==> config.mk <==
export PLATFORM = sky130hd
export DESIGN_NAME = reply_frame_parser
export DESIGN_NICKNAME = d
export VERILOG_FILES = /design/src/design/rfp_pkg.sv /design/src/design/rfp_cfg_regs.sv /design/src/design/rfp_parser.sv /design/src/design/reply_frame_parser.sv
export SDC_FILE = /design/constraint.sdc
export NUM_CORES = 1
export LEC_CHECK = 0
export ABC_AREA = 1
export BUFFER_PORTS_ARGS = -buffer_cell sky130_fd_sc_hd__buf_2
export CORE_UTILIZATION = 33
export DETAILED_ROUTE_END_ITERATION = 16
export GPL_TIMING_DRIVEN = 0
export PLACE_DENSITY = 0.54
export SLEW_MARGIN = 10
export SYNTH_ARGS = -nofsm -noshare
export SYNTH_HDL_FRONTEND = slang
export SYNTH_SLANG_ARGS = --single-unit
==> constraint.sdc <==
create_clock -name clk -period 3.41 [get_ports clk]
set_input_delay 0.341 -clock clk [delete_from_list [all_inputs] [get_ports clk]]
set_output_delay 0.341 -clock clk [all_outputs]
set_load 0.005 [all_outputs]
==> src/design/rfp_pkg.sv <==
package rfp_pkg;

	// Parser phase
	typedef enum logic [2:0] {
		PH_HUNT1,
		PH_HUNT2,
		PH_CMD,
		PH_LEN,
		PH_DATA,
		PH_SUML,
		PH_SUMH
	} phase_t;

	// Result status codes
	localparam logic [2:0] ST_INFO_OK      = 3'd0;
	localparam logic [2:0] ST_SET_OK       = 3'd1;
	localparam logic [2:0] ST_SET_REJECTED = 3'd2;
	localparam logic [2:0] ST_CSUM_ERROR   = 3'd3;
	localparam logic [2:0] ST_ZERO_LENGTH  = 3'd4;
	localparam logic [2:0] ST_UNKNOWN_CMD  = 3'd5;
	localparam logic [2:0] ST_INFO_SHORT   = 3'd6;
	localparam logic [2:0] ST_SET_BAD_LEN  = 3'd7;

	// Register indexes (byte address / 4)
	localparam logic [2:0] REG_HEADER_FIRST  = 3'd0;
	localparam logic [2:0] REG_HEADER_SECOND = 3'd1;
	localparam logic [2:0] REG_INFO_CMD      = 3'd2;
	localparam logic [2:0] REG_SET_POWER_CMD = 3'd3;
	localparam logic [2:0] REG_LIGHT_CMD     = 3'd4;
	localparam logic [2:0] REG_SUCCESS_CODE  = 3'd5;

	localparam int unsigned ADDR_W = 5;

	// Info reply layout
	localparam logic [7:0] INFO_MODE_INDEX = 8'd24;
	localparam logic [7:0] INFO_MIN_LENGTH = 8'd25;

	typedef struct packed {
		logic [7:0] header_first;
		logic [7:0] header_second;
		logic [7:0] info_command;
		logic [7:0] set_power_command;
		logic [7:0] light_command;
		logic [7:0] success_code;
	} cfg_t;

	// Packed so that status sits in the lowest bits
	typedef struct packed {
		logic [7:0] exec_flags;
		logic [7:0] power_mode;
		logic [7:0] command;
		logic [2:0] status;
	} result_t;

	// Parser core handshake toward the top level
	typedef struct packed {
		logic    res_valid;  // accepted word closes a frame
		logic    emit_phase; // next accepted word may close a frame
		result_t res;
	} core_out_t;

endpackage

==> src/design/rfp_cfg_regs.sv <==
module rfp_cfg_regs (
	input  logic                        clk,
	input  logic                        arst_n,
	input  logic                        psel,
	input  logic                        penable,
	input  logic                        pwrite,
	input  logic [rfp_pkg::ADDR_W-1:0]  paddr,
	input  logic [31:0]                 pwdata,
	output logic [31:0]                 prdata,
	output rfp_pkg::cfg_t               cfg
);
	import rfp_pkg::*;

	cfg_t       cfg_q;
	logic       wr_en;
	logic [2:0] reg_idx;

	assign reg_idx = paddr[4:2];
	assign wr_en   = psel && penable && pwrite;
	assign cfg     = cfg_q;

	always_ff @(posedge clk or negedge arst_n) begin
		if (!arst_n) begin
			cfg_q.header_first      <= 8'h55;
			cfg_q.header_second     <= 8'hAA;
			cfg_q.info_command      <= 8'hD1;
			cfg_q.set_power_command <= 8'hC3;
			cfg_q.light_command     <= 8'hC1;
			cfg_q.success_code      <= 8'h00;
		end else if (wr_en) begin
			unique case (reg_idx)
				REG_HEADER_FIRST:  cfg_q.header_first      <= pwdata[7:0];
				REG_HEADER_SECOND: cfg_q.header_second     <= pwdata[7:0];
				REG_INFO_CMD:      cfg_q.info_command      <= pwdata[7:0];
				REG_SET_POWER_CMD: cfg_q.set_power_command <= pwdata[7:0];
				REG_LIGHT_CMD:     cfg_q.light_command     <= pwdata[7:0];
				REG_SUCCESS_CODE:  cfg_q.success_code      <= pwdata[7:0];
				default: ;
			endcase
		end
	end

	always_comb begin
		unique case (reg_idx)
			REG_HEADER_FIRST:  prdata = {24'd0, cfg_q.header_first};
			REG_HEADER_SECOND: prdata = {24'd0, cfg_q.header_second};
			REG_INFO_CMD:      prdata = {24'd0, cfg_q.info_command};
			REG_SET_POWER_CMD: prdata = {24'd0, cfg_q.set_power_command};
			REG_LIGHT_CMD:     prdata = {24'd0, cfg_q.light_command};
			REG_SUCCESS_CODE:  prdata = {24'd0, cfg_q.success_code};
			default:           prdata = 32'd0;
		endcase
	end

endmodule

==> src/design/rfp_parser.sv <==
module rfp_parser (
	input  logic                  clk,
	input  logic                  arst_n,
	input  rfp_pkg::cfg_t         cfg,
	input  logic                  in_accept,
	input  logic [7:0]            in_byte,
	output rfp_pkg::core_out_t    core_out
);
	import rfp_pkg::*;

	phase_t      phase_q, phase_d;
	logic [7:0]  cmd_q, cmd_d;
	logic [7:0]  len_q, len_d;
	logic [7:0]  count_q, count_d;
	logic [15:0] sum_q, sum_d;
	logic [7:0]  first_q, first_d;
	logic [7:0]  mode_q, mode_d;
	logic [7:0]  sum_low_q, sum_low_d;

	logic [15:0] sum_add;
	logic [7:0]  count_inc;
	logic [15:0] got_sum;

	assign sum_add   = sum_q + {8'd0, in_byte};
	assign count_inc = count_q + 8'd1;
	assign got_sum   = {in_byte, sum_low_q};

	// Next state
	always_comb begin
		phase_d   = phase_q;
		cmd_d     = cmd_q;
		len_d     = len_q;
		count_d   = count_q;
		sum_d     = sum_q;
		first_d   = first_q;
		mode_d    = mode_q;
		sum_low_d = sum_low_q;
		unique case (phase_q)
			PH_HUNT1: begin
				if (in_byte == cfg.header_first) begin
					sum_d   = {8'd0, in_byte};
					phase_d = PH_HUNT2;
				end
			end
			PH_HUNT2: begin
				priority if (in_byte == cfg.header_second) begin
					sum_d   = sum_add;
					phase_d = PH_CMD;
				end else if (in_byte == cfg.header_first) begin
					// repeated first header byte restarts the sum
					sum_d = {8'd0, in_byte};
				end else begin
					phase_d = PH_HUNT1;
				end
			end
			PH_CMD: begin
				cmd_d   = in_byte;
				sum_d   = sum_add;
				phase_d = PH_LEN;
			end
			PH_LEN: begin
				len_d   = in_byte;
				sum_d   = sum_add;
				count_d = 8'd0;
				first_d = 8'd0;
				mode_d  = 8'd0;
				phase_d = (in_byte == 8'd0) ? PH_HUNT1 : PH_DATA;
			end
			PH_DATA: begin
				sum_d = sum_add;
				if (count_q == 8'd0) begin
					first_d = in_byte;
				end
				if (count_q == INFO_MODE_INDEX) begin
					mode_d = in_byte;
				end
				count_d = count_inc;
				if (count_inc == len_q) begin
					phase_d = PH_SUML;
				end
			end
			PH_SUML: begin
				sum_low_d = in_byte;
				phase_d   = PH_SUMH;
			end
			PH_SUMH: begin
				phase_d = PH_HUNT1;
			end
			default: begin
				phase_d = PH_HUNT1;
			end
		endcase
	end

	// Result of the word at hand
	always_comb begin
		core_out.emit_phase     = (phase_q == PH_LEN) || (phase_q == PH_SUMH);
		core_out.res_valid      = 1'b0;
		core_out.res.command    = cmd_q;
		core_out.res.power_mode = 8'd0;
		core_out.res.exec_flags = 8'd0;
		core_out.res.status     = ST_CSUM_ERROR;
		if (phase_q == PH_LEN) begin
			core_out.res_valid  = in_accept && (in_byte == 8'd0);
			core_out.res.status = ST_ZERO_LENGTH;
		end else if (phase_q == PH_SUMH) begin
			core_out.res_valid = in_accept;
			priority if (got_sum != sum_q) begin
				core_out.res.status = ST_CSUM_ERROR;
			end else if (cmd_q == cfg.info_command) begin
				if (len_q < INFO_MIN_LENGTH) begin
					core_out.res.status = ST_INFO_SHORT;
				end else begin
					core_out.res.status     = ST_INFO_OK;
					core_out.res.power_mode = mode_q;
				end
			end else if (cmd_q == cfg.set_power_command || cmd_q == cfg.light_command) begin
				priority if (len_q != 8'd1) begin
					core_out.res.status = ST_SET_BAD_LEN;
				end else if (first_q == cfg.success_code) begin
					core_out.res.status     = ST_SET_OK;
					core_out.res.exec_flags = first_q;
				end else begin
					core_out.res.status     = ST_SET_REJECTED;
					core_out.res.exec_flags = first_q;
				end
			end else begin
				core_out.res.status = ST_UNKNOWN_CMD;
			end
		end
	end

	always_ff @(posedge clk or negedge arst_n) begin
		if (!arst_n) begin
			phase_q <= PH_HUNT1;
		end else if (in_accept) begin
			phase_q <= phase_d;
		end
	end

	always_ff @(posedge clk) begin
		if (in_accept) begin
			cmd_q     <= cmd_d;
			len_q     <= len_d;
			count_q   <= count_d;
			sum_q     <= sum_d;
			first_q   <= first_d;
			mode_q    <= mode_d;
			sum_low_q <= sum_low_d;
		end
	end

endmodule

==> src/design/reply_frame_parser.sv <==
// Channel   Dir  Word                       Notes
// s_axis    in   rx_byte[7:0]               one received byte per word
// m_axis    out  status,command,power,exec  one word per finished frame
// apb       in   six 8-bit registers        byte address 4*index
//
// Each byte is handled in the cycle it is accepted; up to one byte per cycle.
// A frame result lands in the output register at the edge its last byte is
// accepted and is shown from the next cycle on.
// While a result waits, bytes keep flowing; only a byte that could close a
// frame (length byte or checksum high byte) waits for the output to drain.
// arst_n clears the parser to header hunting and loads register defaults.
module reply_frame_parser (
	input  logic                        clk,
	input  logic                        arst_n,
	// APB configuration port
	input  logic                        psel,
	input  logic                        penable,
	input  logic                        pwrite,
	input  logic [rfp_pkg::ADDR_W-1:0]  paddr,
	input  logic [31:0]                 pwdata,
	output logic [31:0]                 prdata,
	output logic                        pready,
	// byte input
	input  logic                        s_tvalid,
	output logic                        s_tready,
	input  logic [7:0]                  s_tdata,   // [7:0] rx_byte
	// frame results
	output logic                        m_tvalid,
	input  logic                        m_tready,
	output logic [31:0]                 m_tdata    // [2:0] status, [10:3] command,
	                                               // [18:11] power_mode,
	                                               // [26:19] exec_flags, rest 0
);
	import rfp_pkg::*;

	cfg_t      cfg;
	core_out_t core_out;
	logic      in_accept;
	logic      m_tvalid_q;
	result_t   m_res_q;

	assign pready = 1'b1;

	rfp_cfg_regs u_cfg (
		.clk     (clk),
		.arst_n  (arst_n),
		.psel    (psel),
		.penable (penable),
		.pwrite  (pwrite),
		.paddr   (paddr),
		.pwdata  (pwdata),
		.prdata  (prdata),
		.cfg     (cfg)
	);

	// A word that cannot close a frame never needs the output slot.
	assign s_tready  = !m_tvalid_q || m_tready || !core_out.emit_phase;
	assign in_accept = s_tvalid && s_tready;

	rfp_parser u_parser (
		.clk       (clk),
		.arst_n    (arst_n),
		.cfg       (cfg),
		.in_accept (in_accept),
		.in_byte   (s_tdata),
		.core_out  (core_out)
	);

	// output register
	always_ff @(posedge clk or negedge arst_n) begin
		if (!arst_n) begin
			m_tvalid_q <= 1'b0;
		end else if (core_out.res_valid) begin
			m_tvalid_q <= 1'b1;
		end else if (m_tready) begin
			m_tvalid_q <= 1'b0;
		end
	end

	always_ff @(posedge clk) begin
		if (core_out.res_valid) begin
			m_res_q <= core_out.res;
		end
	end

	assign m_tvalid = m_tvalid_q;
	assign m_tdata  = {5'd0, m_res_q};

endmodule

==> Word level (Yosys, flattened, before mapping) <==
Cells that the tools add are included.
{ "totals": {"register_bits": 143, "elab_cells": 111} }
{ "classes": {"n_addsub": 2, "order_cmp": 1, "eq_ne": 26, "muxes": 26, "bitwise": 3, "n_reduce_logical": 34} }
{ "op_table": {"columns": ["operator", "n"], "rows": [
  ["$eq A8 B8 Y1", 7],
  ["$pmux W16 S3", 1],
  ["$pmux W8 S2", 3],
  ["$pmux W8 S6", 1],
  ["$mux W3", 11],
  ["$mux W16", 2],
  ["$reduce_and A2 Y1", 11],
  ["$pmux W3 S6", 1],
  ["$add A16 B8 Y16", 1],
  ["$logic_not A8 Y1", 2],
  ["$mux W8", 2],
  ["$ne A16 B16 Y1", 1],
  ["$eq A3 B3 Y1 const B", 5],
  ["$eq A3 B2 Y1 const B", 4],
  ["$add A8 B1 Y8 const B", 1],
  ["$eq A8 B5 Y1 const B", 1],
  ["$lt A8 B5 Y1 const B", 1],
  ["$ne A2 B1 Y1 const B", 4],
  ["$ne A8 B1 Y1 const B", 1],
  ["$eq A3 B1 Y1 const B", 2],
  ["$logic_not A3 Y1", 2],
  ["$reduce_and A3 Y1", 2],
  ["$reduce_or A6 Y1", 1],
  ["$reduce_or A5 Y1", 1],
  ["11 further kinds", 24]
]} }

==> Longest topological paths before layout <==
{ "logic_depth": {"ltp_word": 8, "depth_mapped": 14, "mapped_depth_nobuf": 14} }

==> Cells and area by module <==
A second synthesis with hierarchy kept.
{ "unflattened": {"cells_unflattened": 992, "hier_area_um2": 8567.0} }
{ "modules_own_cells": {"columns": ["mod", "n_inst", "cells_each", "area_per_inst_um2", "seq_area_each_um2"], "rows": [
  ["rfp_parser", 1, 620, 4823.4, 1996.9],
  ["rfp_cfg_regs", 1, 331, 2825.2, 1224.9],
  ["reply_frame_parser", 1, 41, 918.4, 835.8]
]} }

==> Least setup slack after synthesis <==
OpenSTA, ideal clock, no wires.
{ "synth_timing": {"kind": "reg-to-reg", "from": "register u_parser.phase_q[2]", "to": "register m_res_q, in the netlist m_tdata[0], enable pin", "setup_ns": 0.411, "arrival_ns": 2.104, "t_required_ns": 2.999, "slack_ns": 0.895, "stages_incl_launch_ff": 7, "synth_period_minus_slack_ns": 2.515, "cell_sequence": "dfrtp_1 buf_4 inv_2 nand3_1 o21ai_2 o21ai_0 nor2_1"} }
{ "synth_rtl": {"columns": ["element", "line", "text"], "rows": [
  ["start: declaration", "rfp_parser.sv:11", "phase_t phase_q, phase_d;"],
  ["start signal: assignment", "rfp_parser.sv:137", "phase_q <= phase_d;"],
  ["end signal: assignment", "reply_frame_parser.sv:82", "m_res_q <= core_out.res;"],
  ["end: declaration", "reply_frame_parser.sv:40", "result_t m_res_q;"]
]} }

==> Final worst setup path <==
{ "layout_timing": {"from": "register u_parser.sum_q[0]", "to": "register u_parser.sum_q[14] (data pin)"} }
{ "layout_between": {"elab_chain_len": 3} }
{ "layout_lines": {"columns": ["element", "line", "text"], "rows": [
  ["start: declaration", "rfp_parser.sv:15", "logic [15:0] sum_q, sum_d;"],
  ["start signal: assignment", "rfp_parser.sv:146", "sum_q <= sum_d;"],
  ["$add A16 B8 Y16 (*)", "rfp_parser.sv:24", "assign sum_add = sum_q + {8'd0, in_byte};"],
  ["$mux W16", "rfp_parser.sv:46", "priority if (in_byte == cfg.header_second) begin"],
  ["$pmux W16 S3 (*)", "rfp_parser.sv:38", "unique case (phase_q)"],
  ["via u_parser.sum_d[14]", "rfp_parser.sv:15", null]
]} }
The timed path passes the listed nets; every way through them passes the cells marked *.
A chain may end at the register's enable or synchronous reset.

==> metrics.md <==
| Metric | Value |
|---|---|
| Die Y | `157 um` |
| Final setup fails | `0` |
| EDFF count, synth | `91` |
| Synth warn | `0` |
| Cell Rows | `56` |
| Reg clk slew, reported paths | `0.06 ns` |
| RSZ-0062 raised after global routing | `false` |
| Seq/Total Area, Yosys | `0.511` |
| CP endpoint kind | `flop` |
| Via count | `6359` |
| Initial antenna violation count | `0` |
| Routed length on met3 | `889 um` |
| Clock Skew | `0.00709 ns` |
| IO Pins | `119` |
| Routability cong. | `0.858` |
| # port buffers | `61` |
| Hold Violations, Final | `0` |
| Top routing layer used | `met4` |
| Nets | `1101` |
| Worst-skew pair later-pin latency | `0.43 ns` |
| Post-CTS Resized | `0` |
| Required @ worst endpoint | `3.60 ns` |
| Slew Limit Headroom | `0.426` |
| Fill count | `2390` |
| Post-DRT Antenna Nets | `0` |
| Total CTS buffers | `17` |
| Final hold slack | `0.158 ns` |
| Fin. max-slew vios | `0` |
| Vias per inst | `4.64` |
| Status | `completed` |
| Fin Setup TNS | `0 ns` |
| Yosys cell types | `43` |
| M1 WL | `9870 um` |
| Leak | `4.36 nW` |
| VDD IR max | `0.000262 V` |
| Die X | `157 um` |
| Post-Layout Cell Count | `1370` |
| N_diodes | `0` |
| CP arrival | `2.65 ns` |
| Tot Pwr | `6.47 mW` |
| Detailed-route wire length per cell | `15.1 um` |
| Max cap viols | `0` |
| Drt pass-1 iters | `5` |
| Full die area | `24700 um^2` |
| WS Path Type | `reg2reg` |
| Mapped Cells | `928` |
| Clk sink count | `143` |
| Final worst setup slack | `0.947 ns` |
| Critical path launch point type | `flop` |
| Area growth syn-to-layout | `18.6%` |
| Mapped Avg Cell Area | `8.55 um^2` |
| Period Utilization, post-route | `0.722` |
| DRC errors left | `0` |
| Worst-path fanout max | `3` |
| Ys async rst share | `0.364` |
| H-tree levels | `4` |
| Routed wl met2 | `9420 um` |
| Largest net degree at the start of global routing | `53` |
| P per Cell Area | `688 nW/um^2` |
| Top FF cell, synth | `edfxtp_1` |
| Global route overflow | `0` |
| Overall Global Routing Usage | `0.178` |
| Initial Util | `0.337` |
| Fmax achieved | `406 MHz` |
| CTS tree | `done` |
| Cell Count Post-Placement | `1337` |
| Worst slew pin tran | `0.861 ns` |
| Clock buffer depth | `2` |
| Share of layout cells above drive strength 1 | `0.178` |
| First-pass GRT wire length | `32600 um` |
| Root Buffer | `clkbuf_16` |
| Pre-CTS setup slack | `0.688 ns` |
| Initial DRC Count | `383` |
| Vias in the first global route | `6022` |
| Synth Cell Area | `7930 um^2` |
| Post-DP HPWL | `15800 um` |
| Core Footprint | `23500 um^2` |
| Post-synthesis register bit count | `143` |
| Routed wire length | `20700 um` |
| Minimum clock period | `2.46 ns` |
| HP Class | `in2reg` |
==> logic make-up (layout without fill, tap and decap cells) <==
| family | Yosys count | after routing | synth area share |
|---|---|---|---|
| flops | 143 | 143 | 0.511 |
| xor+xnor | 36 | 36 | 0.0397 |
| other cells | 2 | 30 | 0.000947 |
| buf+inv | 168 | 263 | 0.0975 |
| simple gates | 437 | 437 | 0.240 |
| fa+ha+maj | 11 | 11 | 0.0183 |
| compound gates | 131 | 131 | 0.0924 |
==> flip-flops by register name, summed over array words and instances (netlist names) <==
signal              cells
u_parser.cmd_q          8
m_tdata                27
u_parser.phase_q        3
u_parser.sum_q         16
u_parser.len_q          8
u_parser.first_q        8
m_tvalid                1
u_cfg.cfg              48
u_parser.sum_low_q      8
u_parser.mode_q         8
u_parser.count_q        8
==> critical path, stage by stage (launching register included) <==
cell and delay (ns):
edfxtp_1 0.38, ha_1 0.21, inv_1 0.07, fa_1 0.43
nand3b_1 0.18, nand2_1 0.13, nand2_1 0.08, o21ai_0 0.35
nand2_1 0.09, nand2_1 0.11, nand3b_1 0.08, nand3_1 0.07
nand2_1 0.05
==> cells in the mapped netlist, types with 4 or more instances <==
library cell | number | area (um^2)
edfxtp_1 | 91 | 2730
clkbuf_1 | 4 | 15.0
o22ai_1 | 10 | 62.6
buf_4 | 31 | 233
nor2_1 | 86 | 323
nor3_1 | 7 | 35.0
a221oi_1 | 4 | 35.0
a21oi_1 | 25 | 125
o21ai_1 | 11 | 55.1
o21ai_0 | 64 | 320
inv_1 | 118 | 443
nor2_2 | 4 | 25.0
xnor2_1 | 23 | 201
a22oi_1 | 7 | 52.6
dfstp_2 | 19 | 499
o211ai_1 | 4 | 30.0
inv_2 | 5 | 18.8
nand3_1 | 49 | 245
dfrtp_1 | 33 | 826
or2_2 | 6 | 37.5
ha_1 | 10 | 125
xor2_1 | 13 | 114
nand4_1 | 21 | 131
nand2_1 | 241 | 905
nand2_2 | 7 | 43.8
buf_2 | 5 | 25.0
==> final timing paths <==
check / start / end / slack (ns) / cells past startpoint
max: u_parser.sum_q[0] / u_parser.sum_q[14] / 0.95 / 12
min: pwdata[1] / u_cfg.cfg[1] / 0.16 / 3
max reg2reg: u_parser.sum_q[0] / u_parser.sum_q[14] / 0.95 / 12
min reg2reg: u_parser.cmd_q[4] / m_tdata[7] / 0.50 / 0
max in group asynchronous: arst_n / u_cfg.cfg[11] / 2.42 / 2
min in group asynchronous: arst_n / u_cfg.cfg[36] / 0.50 / 2
==> power by group <==
part           switching, mW  internal, mW
Clock                  0.797          1.23
Sequential             0.282          2.24
Combinational           1.20         0.729
==> per-stage QoR <==
stage | util | instance area [um^2]
final | 0.400 | 9410
after global routing | 0.400 | 9410
after CTS | 0.400 | 9410
after detailed placement | 0.372 | 8770
after global placement | 0.371 | 8740
after floorplan | - | 8040
==> routing by layer <==
| layer | up-vias | track usage |
|---|---|---|
| met3 | 29 | 0.0314 |
| met1 | 2952 | 0.242 |
| li1 | 3213 | - |
| met4 | 0 | 0.0656 |
| met5 | - | 0 |
| met2 | 165 | 0.283 |
==> cell usage in the layout (no fill, tap or decap), drive strengths merged <==
| cell type | n |
|---|---|
| edfxtp | 91 |
| inv | 129 |
| o21ai | 77 |
| ha | 10 |
| nor3 | 10 |
| o22ai | 11 |
| dfrtp | 33 |
| clkbuf | 21 |
| xnor2 | 23 |
| clkinvlp | 4 |
| a221oi | 4 |
| a22oi | 7 |
| dfstp | 19 |
| conb | 30 |
| nand4 | 21 |
| bufinv | 4 |
| a21o | 1 |
| nor4 | 2 |
| xor2 | 13 |
| nand3 | 51 |
| a21oi | 25 |
| buf | 100 |
| nor2 | 92 |
| and2 | 1 |
| or2 | 6 |
| nand2 | 249 |
| dlygate4sd3 | 1 |
| fa | 1 |
| clkinv | 4 |
| and3 | 2 |
| o21bai | 2 |
| o211ai | 4 |
| nand3b | 3 |
==> final cells by class <==
class,instances,area (um^2),area share
plain buffers,42,295,0.0314
multi-input cells,645,3220,0.342
clock inverters,15,206,0.0219
flip-flops and latches,143,4060,0.431
inverters,126,478,0.0508
repair buffers,63,329,0.0350
well taps,319,399,0.0424
clock buffers,17,425,0.0452
==> timing repair <==
item | in CTS | in global routing
endpoints found under the hold margin | 14 | 0
hold buffers | 1 | 0
setup buffers | 0 | 0
No activity file was read; power rests on OpenSTA's default activity.
